==> config.mk <==
export PLATFORM = sky130hd
export DESIGN_NAME = list_store_mid_insert_tail_delete
export DESIGN_NICKNAME = d
export VERILOG_FILES = /design/src/lstore_pkg.sv /design/src/lstore_ctrl.sv /design/src/lstore_dp.sv /design/src/list_store_mid_insert_tail_delete.sv
export VERILOG_INCLUDE_DIRS = /design/src /design/src/src
export SDC_FILE = /design/constraint.sdc
export NUM_CORES = 2
export LEC_CHECK = 0
export BUFFER_PORTS_ARGS = -buffer_cell sky130_fd_sc_hd__buf_2
export CAP_MARGIN = 10
export CORE_ASPECT_RATIO = 0.9
export CORE_MARGIN = 5
export CORE_UTILIZATION = 50
export DETAILED_ROUTE_END_ITERATION = 12
export PLACE_DENSITY = 0.7
export SLEW_MARGIN = 10
export SYNTH_ARGS = -nofsm -noshare
export SYNTH_HDL_FRONTEND = slang
export SYNTH_SLANG_ARGS = --single-unit
export TNS_END_PERCENT = 5
==> constraint.sdc <==
create_clock -name clk -period 7.2 [get_ports clk]
set_input_delay 1.44 -clock clk [delete_from_list [all_inputs] [get_ports clk]]
set_output_delay 1.44 -clock clk [all_outputs]
set_load 0.005 [all_outputs]
==> src/list_store_mid_insert_tail_delete_assert.svh <==
// Assertion macros for the list store block.
`ifndef LIST_STORE_MID_INSERT_TAIL_DELETE_ASSERT_SVH
`define LIST_STORE_MID_INSERT_TAIL_DELETE_ASSERT_SVH

`ifndef ASSERT_OFF
`define LSTORE_ASSERT_IMP(lbl, ante, cons) \
  lbl: assert property (@(posedge clk) disable iff (!rst_n) (ante) |-> (cons)) \
    else $error("lstore: same-cycle check failed");
`define LSTORE_ASSERT_NXT(lbl, ante, cons) \
  lbl: assert property (@(posedge clk) disable iff (!rst_n) (ante) |=> (cons)) \
    else $error("lstore: next-cycle check failed");
`else
`define LSTORE_ASSERT_IMP(lbl, ante, cons)
`define LSTORE_ASSERT_NXT(lbl, ante, cons)
`endif

`endif

==> src/lstore_pkg.sv <==
// Shared types and constants for the list store block.
`timescale 1ns / 1ps
`default_nettype none
package lstore_pkg;

  localparam int MODE_W = 2;
  localparam int ITEM_W = 32;
  localparam int POS_W  = 6;
  localparam int CNT_W  = 7;
  localparam int STAT_W = 2;

  localparam logic [MODE_W-1:0] MODE_INSERT = 2'd0;
  localparam logic [MODE_W-1:0] MODE_DELETE = 2'd1;
  localparam logic [MODE_W-1:0] MODE_DUMP   = 2'd2;

  localparam logic [STAT_W-1:0] STAT_OK    = 2'd0;
  localparam logic [STAT_W-1:0] STAT_EMPTY = 2'd1;
  localparam logic [STAT_W-1:0] STAT_FULL  = 2'd2;

  // what the datapath loads into the result register
  typedef enum logic [2:0] {
    OUT_INS_OK,
    OUT_DEL_OK,
    OUT_DUMP,
    OUT_EMPTY,
    OUT_FULL
  } out_kind_t;

  typedef struct packed {
    logic             ld;
    out_kind_t        kind;
    logic [POS_W-1:0] idx;
    logic             last;
  } dp_cmd_t;

  typedef struct packed {
    logic [CNT_W-1:0] count;
    logic             empty;
    logic             full;
  } dp_stat_t;

endpackage
`default_nettype wire

==> src/lstore_ctrl.sv <==
// Controller: accepts transactions and sequences list dumps.
`timescale 1ns / 1ps
`default_nettype none
module lstore_ctrl
  import lstore_pkg::*;
(
  input  wire logic              clk,
  input  wire logic              rst_n,
  input  wire logic              in_valid,
  input  wire logic [MODE_W-1:0] in_mode,
  output logic                   in_ready,
  input  wire logic              out_ready,
  output logic                   out_valid,
  input  wire dp_stat_t          stat,
  output dp_cmd_t                cmd
);

  typedef enum logic {S_IDLE, S_DUMP} state_t;

  state_t           state_r, state_nxt;
  logic [POS_W-1:0] idx_r, idx_nxt;
  logic             out_valid_r, out_valid_nxt;
  logic             free;

  assign free      = !out_valid_r || out_ready;
  assign in_ready  = (state_r == S_IDLE) && free;
  assign out_valid = out_valid_r;

  always_comb begin
    cmd           = '{ld: 1'b0, kind: OUT_INS_OK, idx: '0, last: 1'b1};
    state_nxt     = state_r;
    idx_nxt       = idx_r;
    out_valid_nxt = out_valid_r && !out_ready;
    case (state_r)
      S_IDLE: begin
        if (in_valid && in_ready) begin
          case (in_mode)
            MODE_INSERT: begin
              cmd.ld   = 1'b1;
              cmd.kind = stat.full ? OUT_FULL : OUT_INS_OK;
            end
            MODE_DELETE: begin
              cmd.ld   = 1'b1;
              cmd.kind = stat.empty ? OUT_EMPTY : OUT_DEL_OK;
            end
            MODE_DUMP: begin
              if (stat.empty) begin
                cmd.ld   = 1'b1;
                cmd.kind = OUT_EMPTY;
              end else begin
                state_nxt = S_DUMP;
                idx_nxt   = '0;
              end
            end
            default: ;  // unused mode: no result
          endcase
        end
      end
      S_DUMP: begin
        if (free) begin
          cmd.ld   = 1'b1;
          cmd.kind = OUT_DUMP;
          cmd.idx  = idx_r;
          cmd.last = ({1'b0, idx_r} + CNT_W'(1)) == stat.count;
          idx_nxt  = idx_r + POS_W'(1);
          if (cmd.last) begin
            state_nxt = S_IDLE;
          end
        end
      end
      default: state_nxt = S_IDLE;
    endcase
    if (cmd.ld) begin
      out_valid_nxt = 1'b1;
    end
  end

  always_ff @(posedge clk) begin
    if (!rst_n) begin
      state_r     <= S_IDLE;
      idx_r       <= '0;
      out_valid_r <= 1'b0;
    end else begin
      state_r     <= state_nxt;
      idx_r       <= idx_nxt;
      out_valid_r <= out_valid_nxt;
    end
  end

endmodule
`default_nettype wire

==> src/lstore_dp.sv <==
// Datapath: shifting cell chain, element count and result register.
`timescale 1ns / 1ps
`default_nettype none
module lstore_dp
  import lstore_pkg::*;
#(
  parameter int DEPTH = 32
) (
  input  wire logic                     clk,
  input  wire logic                     rst_n,
  input  wire logic signed [ITEM_W-1:0] in_value,
  input  wire dp_cmd_t                  cmd,
  output dp_stat_t                      stat,
  output logic        [STAT_W-1:0]      out_status,
  output logic signed [ITEM_W-1:0]      out_item,
  output logic        [POS_W-1:0]       out_position,
  output logic                          out_last
);

  localparam int IW = (DEPTH > 1) ? $clog2(DEPTH) : 1;

  logic signed [ITEM_W-1:0] cell_r [DEPTH];
  logic        [CNT_W-1:0]  count_r;
  logic        [CNT_W-1:0]  mid;
  logic        [CNT_W-1:0]  rd_idx;
  logic signed [ITEM_W-1:0] rd_data;
  logic                     ins, del;
  logic        [STAT_W-1:0] status_r;
  logic signed [ITEM_W-1:0] item_r;
  logic        [POS_W-1:0]  pos_r;
  logic                     last_r;

  assign stat.count = count_r;
  assign stat.empty = (count_r == '0);
  assign stat.full  = (count_r >= CNT_W'(DEPTH));

  assign ins = cmd.ld && (cmd.kind == OUT_INS_OK);
  assign del = cmd.ld && (cmd.kind == OUT_DEL_OK);

  // middle slot floor((n+1)/2)
  assign mid     = (count_r + CNT_W'(1)) >> 1;
  assign rd_idx  = (cmd.kind == OUT_DEL_OK) ? (count_r - CNT_W'(1)) : {1'b0, cmd.idx};
  assign rd_data = cell_r[rd_idx[IW-1:0]];

  for (genvar j = 0; j < DEPTH; j++) begin : g_cell
    if (j == 0) begin : g_head
      always_ff @(posedge clk) begin
        if (ins && (mid == '0)) begin
          cell_r[j] <= in_value;
        end
      end
    end else begin : g_body
      always_ff @(posedge clk) begin
        if (ins) begin
          if (CNT_W'(j) == mid) begin
            cell_r[j] <= in_value;
          end else if ((CNT_W'(j) > mid) && (CNT_W'(j) <= count_r)) begin
            cell_r[j] <= cell_r[j-1];
          end
        end
      end
    end
  end

  always_ff @(posedge clk) begin
    if (!rst_n) begin
      count_r <= '0;
    end else if (ins) begin
      count_r <= count_r + CNT_W'(1);
    end else if (del) begin
      count_r <= count_r - CNT_W'(1);
    end
  end

  always_ff @(posedge clk) begin
    if (cmd.ld) begin
      case (cmd.kind)
        OUT_INS_OK: begin
          status_r <= STAT_OK;
          item_r   <= '0;
          pos_r    <= mid[POS_W-1:0];
          last_r   <= 1'b1;
        end
        OUT_DEL_OK: begin
          status_r <= STAT_OK;
          item_r   <= rd_data;
          pos_r    <= rd_idx[POS_W-1:0];
          last_r   <= 1'b1;
        end
        OUT_DUMP: begin
          status_r <= STAT_OK;
          item_r   <= rd_data;
          pos_r    <= cmd.idx;
          last_r   <= cmd.last;
        end
        OUT_EMPTY: begin
          status_r <= STAT_EMPTY;
          item_r   <= '0;
          pos_r    <= '0;
          last_r   <= 1'b1;
        end
        default: begin
          status_r <= STAT_FULL;
          item_r   <= '0;
          pos_r    <= '0;
          last_r   <= 1'b1;
        end
      endcase
    end
  end

  assign out_status   = status_r;
  assign out_item     = item_r;
  assign out_position = pos_r;
  assign out_last     = last_r;

endmodule
`default_nettype wire

==> src/list_store_mid_insert_tail_delete.sv <==
// List store top level: insert at middle, delete at tail, dump in order.
// One transaction is worked at a time. Insert, delete, a rejected insert and
// every empty-list answer give one result, written to an output register;
// an insert shifts the cells above the middle slot in that same cycle.
// A dump spends one step to start, then gives count results, one per
// cycle while out_ready stays high, read from the cell chain through one
// read select. A new input is accepted when the controller is idle and the
// output register is empty or being drained, so back-to-back single-result
// transactions run at one per cycle. Mode 3 is accepted and gives no result.
// Holds up to DEPTH (1 to 64) values.
`timescale 1ns / 1ps
`default_nettype none
`include "list_store_mid_insert_tail_delete_assert.svh"
module list_store_mid_insert_tail_delete
  import lstore_pkg::*;
#(
  parameter int DEPTH = 32
) (
  input  wire logic                     clk,
  input  wire logic                     rst_n,
  input  wire logic                     in_valid,
  output logic                          in_ready,
  input  wire logic        [MODE_W-1:0] in_mode,
  input  wire logic signed [ITEM_W-1:0] in_value,
  output logic                          out_valid,
  input  wire logic                     out_ready,
  output logic        [STAT_W-1:0]      out_status,
  output logic signed [ITEM_W-1:0]      out_item,
  output logic        [POS_W-1:0]       out_position,
  output logic                          out_last
);

  dp_cmd_t  dp_cmd;
  dp_stat_t dp_stat;
  logic     ins_accept;

  lstore_ctrl u_ctrl (
    .clk       (clk),
    .rst_n     (rst_n),
    .in_valid  (in_valid),
    .in_mode   (in_mode),
    .in_ready  (in_ready),
    .out_ready (out_ready),
    .out_valid (out_valid),
    .stat      (dp_stat),
    .cmd       (dp_cmd)
  );

  lstore_dp #(
    .DEPTH (DEPTH)
  ) u_dp (
    .clk          (clk),
    .rst_n        (rst_n),
    .in_value     (in_value),
    .cmd          (dp_cmd),
    .stat         (dp_stat),
    .out_status   (out_status),
    .out_item     (out_item),
    .out_position (out_position),
    .out_last     (out_last)
  );

  assign ins_accept = in_valid && in_ready && (in_mode == MODE_INSERT) && !dp_stat.full;

  // a successful insert grows the list by exactly one
  `LSTORE_ASSERT_NXT(a_insert_count, ins_accept, dp_stat.count == $past(dp_stat.count) + CNT_W'(1))
  // error results always close their transaction
  `LSTORE_ASSERT_IMP(a_error_last, (out_valid && (out_status != STAT_OK)), out_last)
  // count never runs past the store
  `LSTORE_ASSERT_IMP(a_count_bound, 1'b1, (dp_stat.count <= CNT_W'(DEPTH)))

endmodule
`default_nettype wire

# Word-level counts from Yosys, hierarchy flattened
# Memories as Yosys holds them, arrays and structs flattened. A register that Yosys moved wholly into a read port is not among the register bits.
# Index checks and enable logic that the tools add are counted.
# W data, S select, Z words.
# word_totals
ramBits	1024
rom_bits	0
out_inout_bits	43
memories	1
register_bits	24
latchBits	0
inputBits	38
wordCells	537
# mem_list
name	depth	word_bits	read_ports	rd_ports_with_merged_regs	wr	line	rtl
u_dp.cell_r	32	32	32	1	16	lstore_dp.sv:22	logic signed [ITEM_W-1:0] cell_r [DEPTH];
# op_classes
n_lt_le_gt_ge	63
multipliers	0
eq_ne	41
reduce_logical	66
bitwise_logic	32
addsub	4
div	0
muxes	323
n_shift	0
# ops
op	n
$mux W32	47
$reduce_or A32 Y1	16
$mux W1	241
$le A5 B7 Y1 const A	16
$eq A5 B6 Y1 const A	16
$gt A5 B6 Y1 const A	16
$mux W5	16
$le A4 B7 Y1 const A	8
$eq A4 B6 Y1 const A	8
$gt A4 B6 Y1 const A	8
$logic_and A1 B1 Y1	37
$or A1 B1 Y1	31
$mux W6	5
$le A3 B7 Y1 const A	4
$eq A3 B6 Y1 const A	4
$gt A3 B6 Y1 const A	4
$mux W7	3
$pmux W6 S3	1
$le A2 B7 Y1 const A	2
$logic_not A7 Y1	2
$eq A2 B6 Y1 const A	2
$gt A2 B6 Y1 const A	2
$pmux W4 S3	1
$pmux W6 S2	1
31 further kinds	38

# Longest topological paths before layout
# depth
depth_word	17
ltp_mapped	14
ltp_nobuf	9

# By module
# From an unflattened synthesis, not the netlist that was laid out.
# unflattened
hier_cells	4570
hier_area_um2	60974.7
# modules_own_cells
mod	cells_per_inst	instances	area_per_inst_um2
lstore_dp	4474	1	60201.5
lstore_ctrl	96	1	773.2

# Worst setup path before layout
# No wires, ideal clock.
# synth_timing
path_type	input port to flip-flop
start	input in_mode[0]
end	memory u_dp.cell_r[8][0], enable pin
required_ps	6689
t_arrival_ps	5578
path_stages	6
setup_slack_ps	1112
path_buffers	2
path_cell_list	buf_2 > nor3_4 > and2_1 > buf_4 > nand3_4 > o41ai_1
# synth_rtl
element	line	rtl
from (decl)	list_store_mid_insert_tail_delete.sv:23	input wire logic [MODE_W-1:0] in_mode,
to (decl)	lstore_dp.sv:22	

# Worst setup path after layout
# layout_timing
start	register u_dp.count_r[5]
end	register u_dp.item_r[13] (netlist: u_dp.out_item[13]) (read register of u_dp.cell_r) (data pin)
# layout_via
elab_chain_len	8
word_cells_on_any_way	13
classes_between	order compare (1); eq/ne (2); mux (7); reduce/logical (3)
# layout_lines
element	line	rtl
from (decl)	lstore_dp.sv:23	logic [CNT_W-1:0] count_r;
from (signal assigned)	lstore_dp.sv:69	count_r <= count_r + CNT_W'(1);
from (signal assigned)	lstore_dp.sv:71	count_r <= count_r - CNT_W'(1);
$ge A7 B6 Y1 or $logic_not A7 Y1 (tied branches)	lstore_dp.sv:35, lstore_dp.sv:34	
$mux W3, or another cell as far along	lstore_ctrl.sv:40	cmd.kind = stat.full ? OUT_FULL : OUT_INS_OK;
$pmux W4 S3 *	lstore_ctrl.sv:37	case (in_mode)
$mux W4 *	lstore_ctrl.sv:36	if (in_valid && in_ready) begin
$pmux W4 S2 *	lstore_ctrl.sv:34	case (state_r)
$eq A3 B2 Y1 or $eq A3 B1 Y1 (tied branches)	lstore_dp.sv:77, lstore_dp.sv:42	
$reduce_or A2 Y1 (no source line)	-	
$logic_not A1 Y1 (no source line)	-	
to (decl)	lstore_dp.sv:29	logic signed [ITEM_W-1:0] item_r;
# Every way passes the cells marked *; elsewhere a longest branch is shown, timed or not.
# A chain may end at the register's enable or synchronous reset.

==> impl_metrics.env <==
export IMPL_synth_warnings=0
export IMPL_ys_flop_type="edfxtp_1"
export IMPL_cp_arrival_ns=5.42
export IMPL_cts_resized=0
export IMPL_syn_nets=4332
export IMPL_setup_viol=0
export IMPL_worstReg2RegStart="u_dp.count_r[5]"
export IMPL_first_pass_iters=6
export IMPL_postRouteAntennaNets=0
export IMPL_status="completed"
export IMPL_overflow=0
export IMPL_crit_start="u_dp.count_r[5]"
export IMPL_maxCapViolCount=0
export IMPL_finalSetupTns_ns=0
export IMPL_routed_wirelength_um=157000
export IMPL_synth_edff_count=1065
export IMPL_root_buffer="clkbuf_16"
export IMPL_cts_htree_levels=3
export IMPL_worst_pin_slew_ns=1.16
export IMPL_synth_mux_area_fraction=0.213
export IMPL_area_growth_pct=8.97
export IMPL_synth_area_sq_um=56200
export IMPL_hold_path_class="register to register"
export IMPL_dpl_hpwl_um=96100
export IMPL_ys_async_sr_fraction=0
export IMPL_crit_required_ns=7.72
export IMPL_crit_fanout=36
export IMPL_vias=37300
export IMPL_die_h_um=328
export IMPL_grt_start_max_net_pins=153
export IMPL_dieWidth_um=364
export IMPL_drc=0
export IMPL_avgSynthCellArea_sq_um=13.1
export IMPL_design_core_area_sq_um=111000
export IMPL_cp_start_kind="register"
export IMPL_synth_compound_area_frac=0.106
export IMPL_fin_skew_ns=0.0213
export IMPL_drive_gt1_frac=0.311
export IMPL_dieArea_sq_um=119000
export IMPL_period_needed_ns=4.89
export IMPL_p_per_area_nw_per_um2=234
export IMPL_antenna_found_initial=9
export IMPL_gp_congestion=0.913
export IMPL_ioPinCount=81
export IMPL_vias_per_cell=6.52
export IMPL_cts_made_buffers=115
export IMPL_endpoint_kind="register"
export IMPL_synthSimpleGateAreaFrac=0.0651
export IMPL_rsz0062_at_grt="false"
export IMPL_routedWlPerCell_um=27.5
export IMPL_max_freq_mhz=204
export IMPL_synth_seq_cells=1080
export IMPL_ys_types=84
export IMPL_nets=4203
export IMPL_syn_inst=4287
export IMPL_p_leak_uw=0.0201
export IMPL_crit_type="register to register"
export IMPL_fp_row_count=116
export IMPL_cts_sinks=1080
export IMPL_min_from="u_dp.cell_r[9][3]"
export IMPL_slew_viol_final=0
export IMPL_timing_hold_ws_ns=0.550
export IMPL_peakVddDrop_v=0.000182
export IMPL_cts_hold_buf=0
export IMPL_cts_tree="yes"
export IMPL_synthXorXnorAreaFrac=0.00360
export IMPL_fin_crit_sh=0.680
export IMPL_relSlewSlack=0.221
export IMPL_grt_pass1_vias=36300
export IMPL_clk_latency_ns=0.70
export IMPL_path_clk_slew_ns=0.06
export IMPL_cts_setup_buffers=0
export IMPL_hold_viol=0
export IMPL_grt_pass1_wl_um=237000
export IMPL_synth_fa_ha_area_frac=0.00156
export IMPL_drt_iter0_drc=4435
export IMPL_clockBufferDepth=3
export IMPL_postLayoutCoreUtil=0.550
export IMPL_start_util=0.505
export IMPL_ys_seq_area_frac=0.574
export IMPL_numPortBuffers=80
export IMPL_synth_top_family_by_area="multiplexers"
export IMPL_finalPower_uw=14400
export IMPL_grt_use_total=0.258
synth_stat cells, drive strengths merged (14+ instances only):
| cell type | number | area (sq um) |
|---|---|---|
| dfxtp | 15 | 300 |
| edfxtp | 1065 | 32000 |
| xnor2 | 14 | 141 |
| a311oi | 32 | 280 |
| nand4 | 39 | 250 |
| a31oi | 34 | 213 |
| a221oi | 33 | 307 |
| mux2 | 989 | 11400 |
| nand3 | 56 | 305 |
| o21ai | 138 | 713 |
| and2 | 40 | 250 |
| mux2i | 63 | 631 |
| inv | 14 | 52.6 |
| o22ai | 35 | 219 |
| buf | 219 | 1240 |
| a21oi | 182 | 918 |
| a32oi | 32 | 280 |
| nand2 | 468 | 1770 |
| nor2 | 167 | 634 |
| a22oi | 65 | 488 |
| o211ai | 41 | 318 |
| a211oi | 160 | 1210 |
| clkbuf | 208 | 782 |
| nor3 | 18 | 154 |
| o211a | 68 | 681 |
final cells by class:
cell class / count / area, sq um
diodes: 6 / 15.0
well taps: 1475 / 1850
inverters: 14 / 52.6
multi-input cells: 2766 / 22400
repair buffers: 181 / 1250
clock inverters: 66 / 453
fillers: 9121 / 50200
flip-flops and latches: 1080 / 32300
clock buffers: 141 / 3030
cell families after synthesis:
kind of cell / after synthesis
flip-flops: 1080
multiplexers: 1052
AO/OA/AOI/OAI: 859
AND/OR/NAND/NOR: 827
buffers and inverters: 441
XOR/XNOR: 21
adder cells (fa/ha/maj): 7
worst max-delay path, stage by stage, from the launching register on:
cell and delay [ns]:
dfxtp_1 0.47, nor2_2 0.58, nand4_1 0.71, a21boi_4 1.04, buf_4 0.54, buf_4 0.49, nor2_1 0.08, o21ai_0 0.16
nand4_1 0.28, a211oi_1 0.29
layout by cell type (no fill, tap or decap), types with 38 or more instances in the layout:
| cell | Yosys | layout |
|---|---|---|
| a211oi_1 | 159 | 159 |
| buf_2 | 141 | 80 |
| o21ai_0 | 125 | 121 |
| mux2_4 | 57 | 57 |
| a21oi_1 | 180 | 178 |
| mux2_2 | 840 | 840 |
| nand2_1 | 463 | 459 |
| o211a_1 | 68 | 68 |
| nand3_1 | 54 | 52 |
| mux2_1 | 92 | 92 |
| clkbuf_16 | 0 | 117 |
| edfxtp_1 | 1065 | 1065 |
| and2_1 | 40 | 40 |
| nand4_1 | 38 | 38 |
| nor2_1 | 164 | 154 |
| a22oi_1 | 65 | 65 |
| buf_4 | 43 | 94 |
| mux2i_1 | 63 | 63 |
| o211ai_1 | 39 | 39 |
stage by stage:
step	instance area, sq um	worst slack, ns	std cells
2_1_floorplan	56200	1.11	4287
3_3_place_gp	57800	2.07	5516
3_5_place_dp	57800	2.09	5516
4_1_cts	61300	2.47	5723
5_1_grt	61300	2.19	5728
6_report	61300	2.31	5729
where the power goes:
group | switching [uW] | internal [uW] | total (uW)
registers | 91.2 | 7100 | 7190
logic | 1020 | 553 | 1580
clock network | 2480 | 3110 | 5600
total | 3600 | 10800 | 14400
layer usage:
| layer | part of all wire | wire (um) | vias up | track usage |
|---|---|---|---|---|
| li1 | - | - | 16300 | - |
| met1 | 0.43 | 67700 | 18800 | 0.382 |
| met2 | 0.44 | 70000 | 2009 | 0.390 |
| met3 | 0.11 | 16600 | 221 | 0.0545 |
| met4 | 0.021 | 3240 | 0 | 0.0667 |
| met5 | 0 | 0 | - | 0 |
state kept, by name (all words and copies together) (netlist names):
name               cells
u_dp.cell_r         1024
u_dp.out_item         32
u_dp.count_r           7
u_ctrl.idx_r           6
u_dp.out_position      6
u_dp.out_status        2
u_ctrl.out_valid       1
u_ctrl.state_r         1
u_dp.out_last          1
worst paths after layout:
path         slack (ns)  depth (start not counted)                 end
min reg2reg        0.55                          1  u_dp.cell_r[10][3]
max reg2reg        2.31                          9   u_dp.out_item[13]
max                2.31                          9   u_dp.out_item[13]
min                0.55                          1  u_dp.cell_r[10][3]
(Power assumes the default switching activity.)
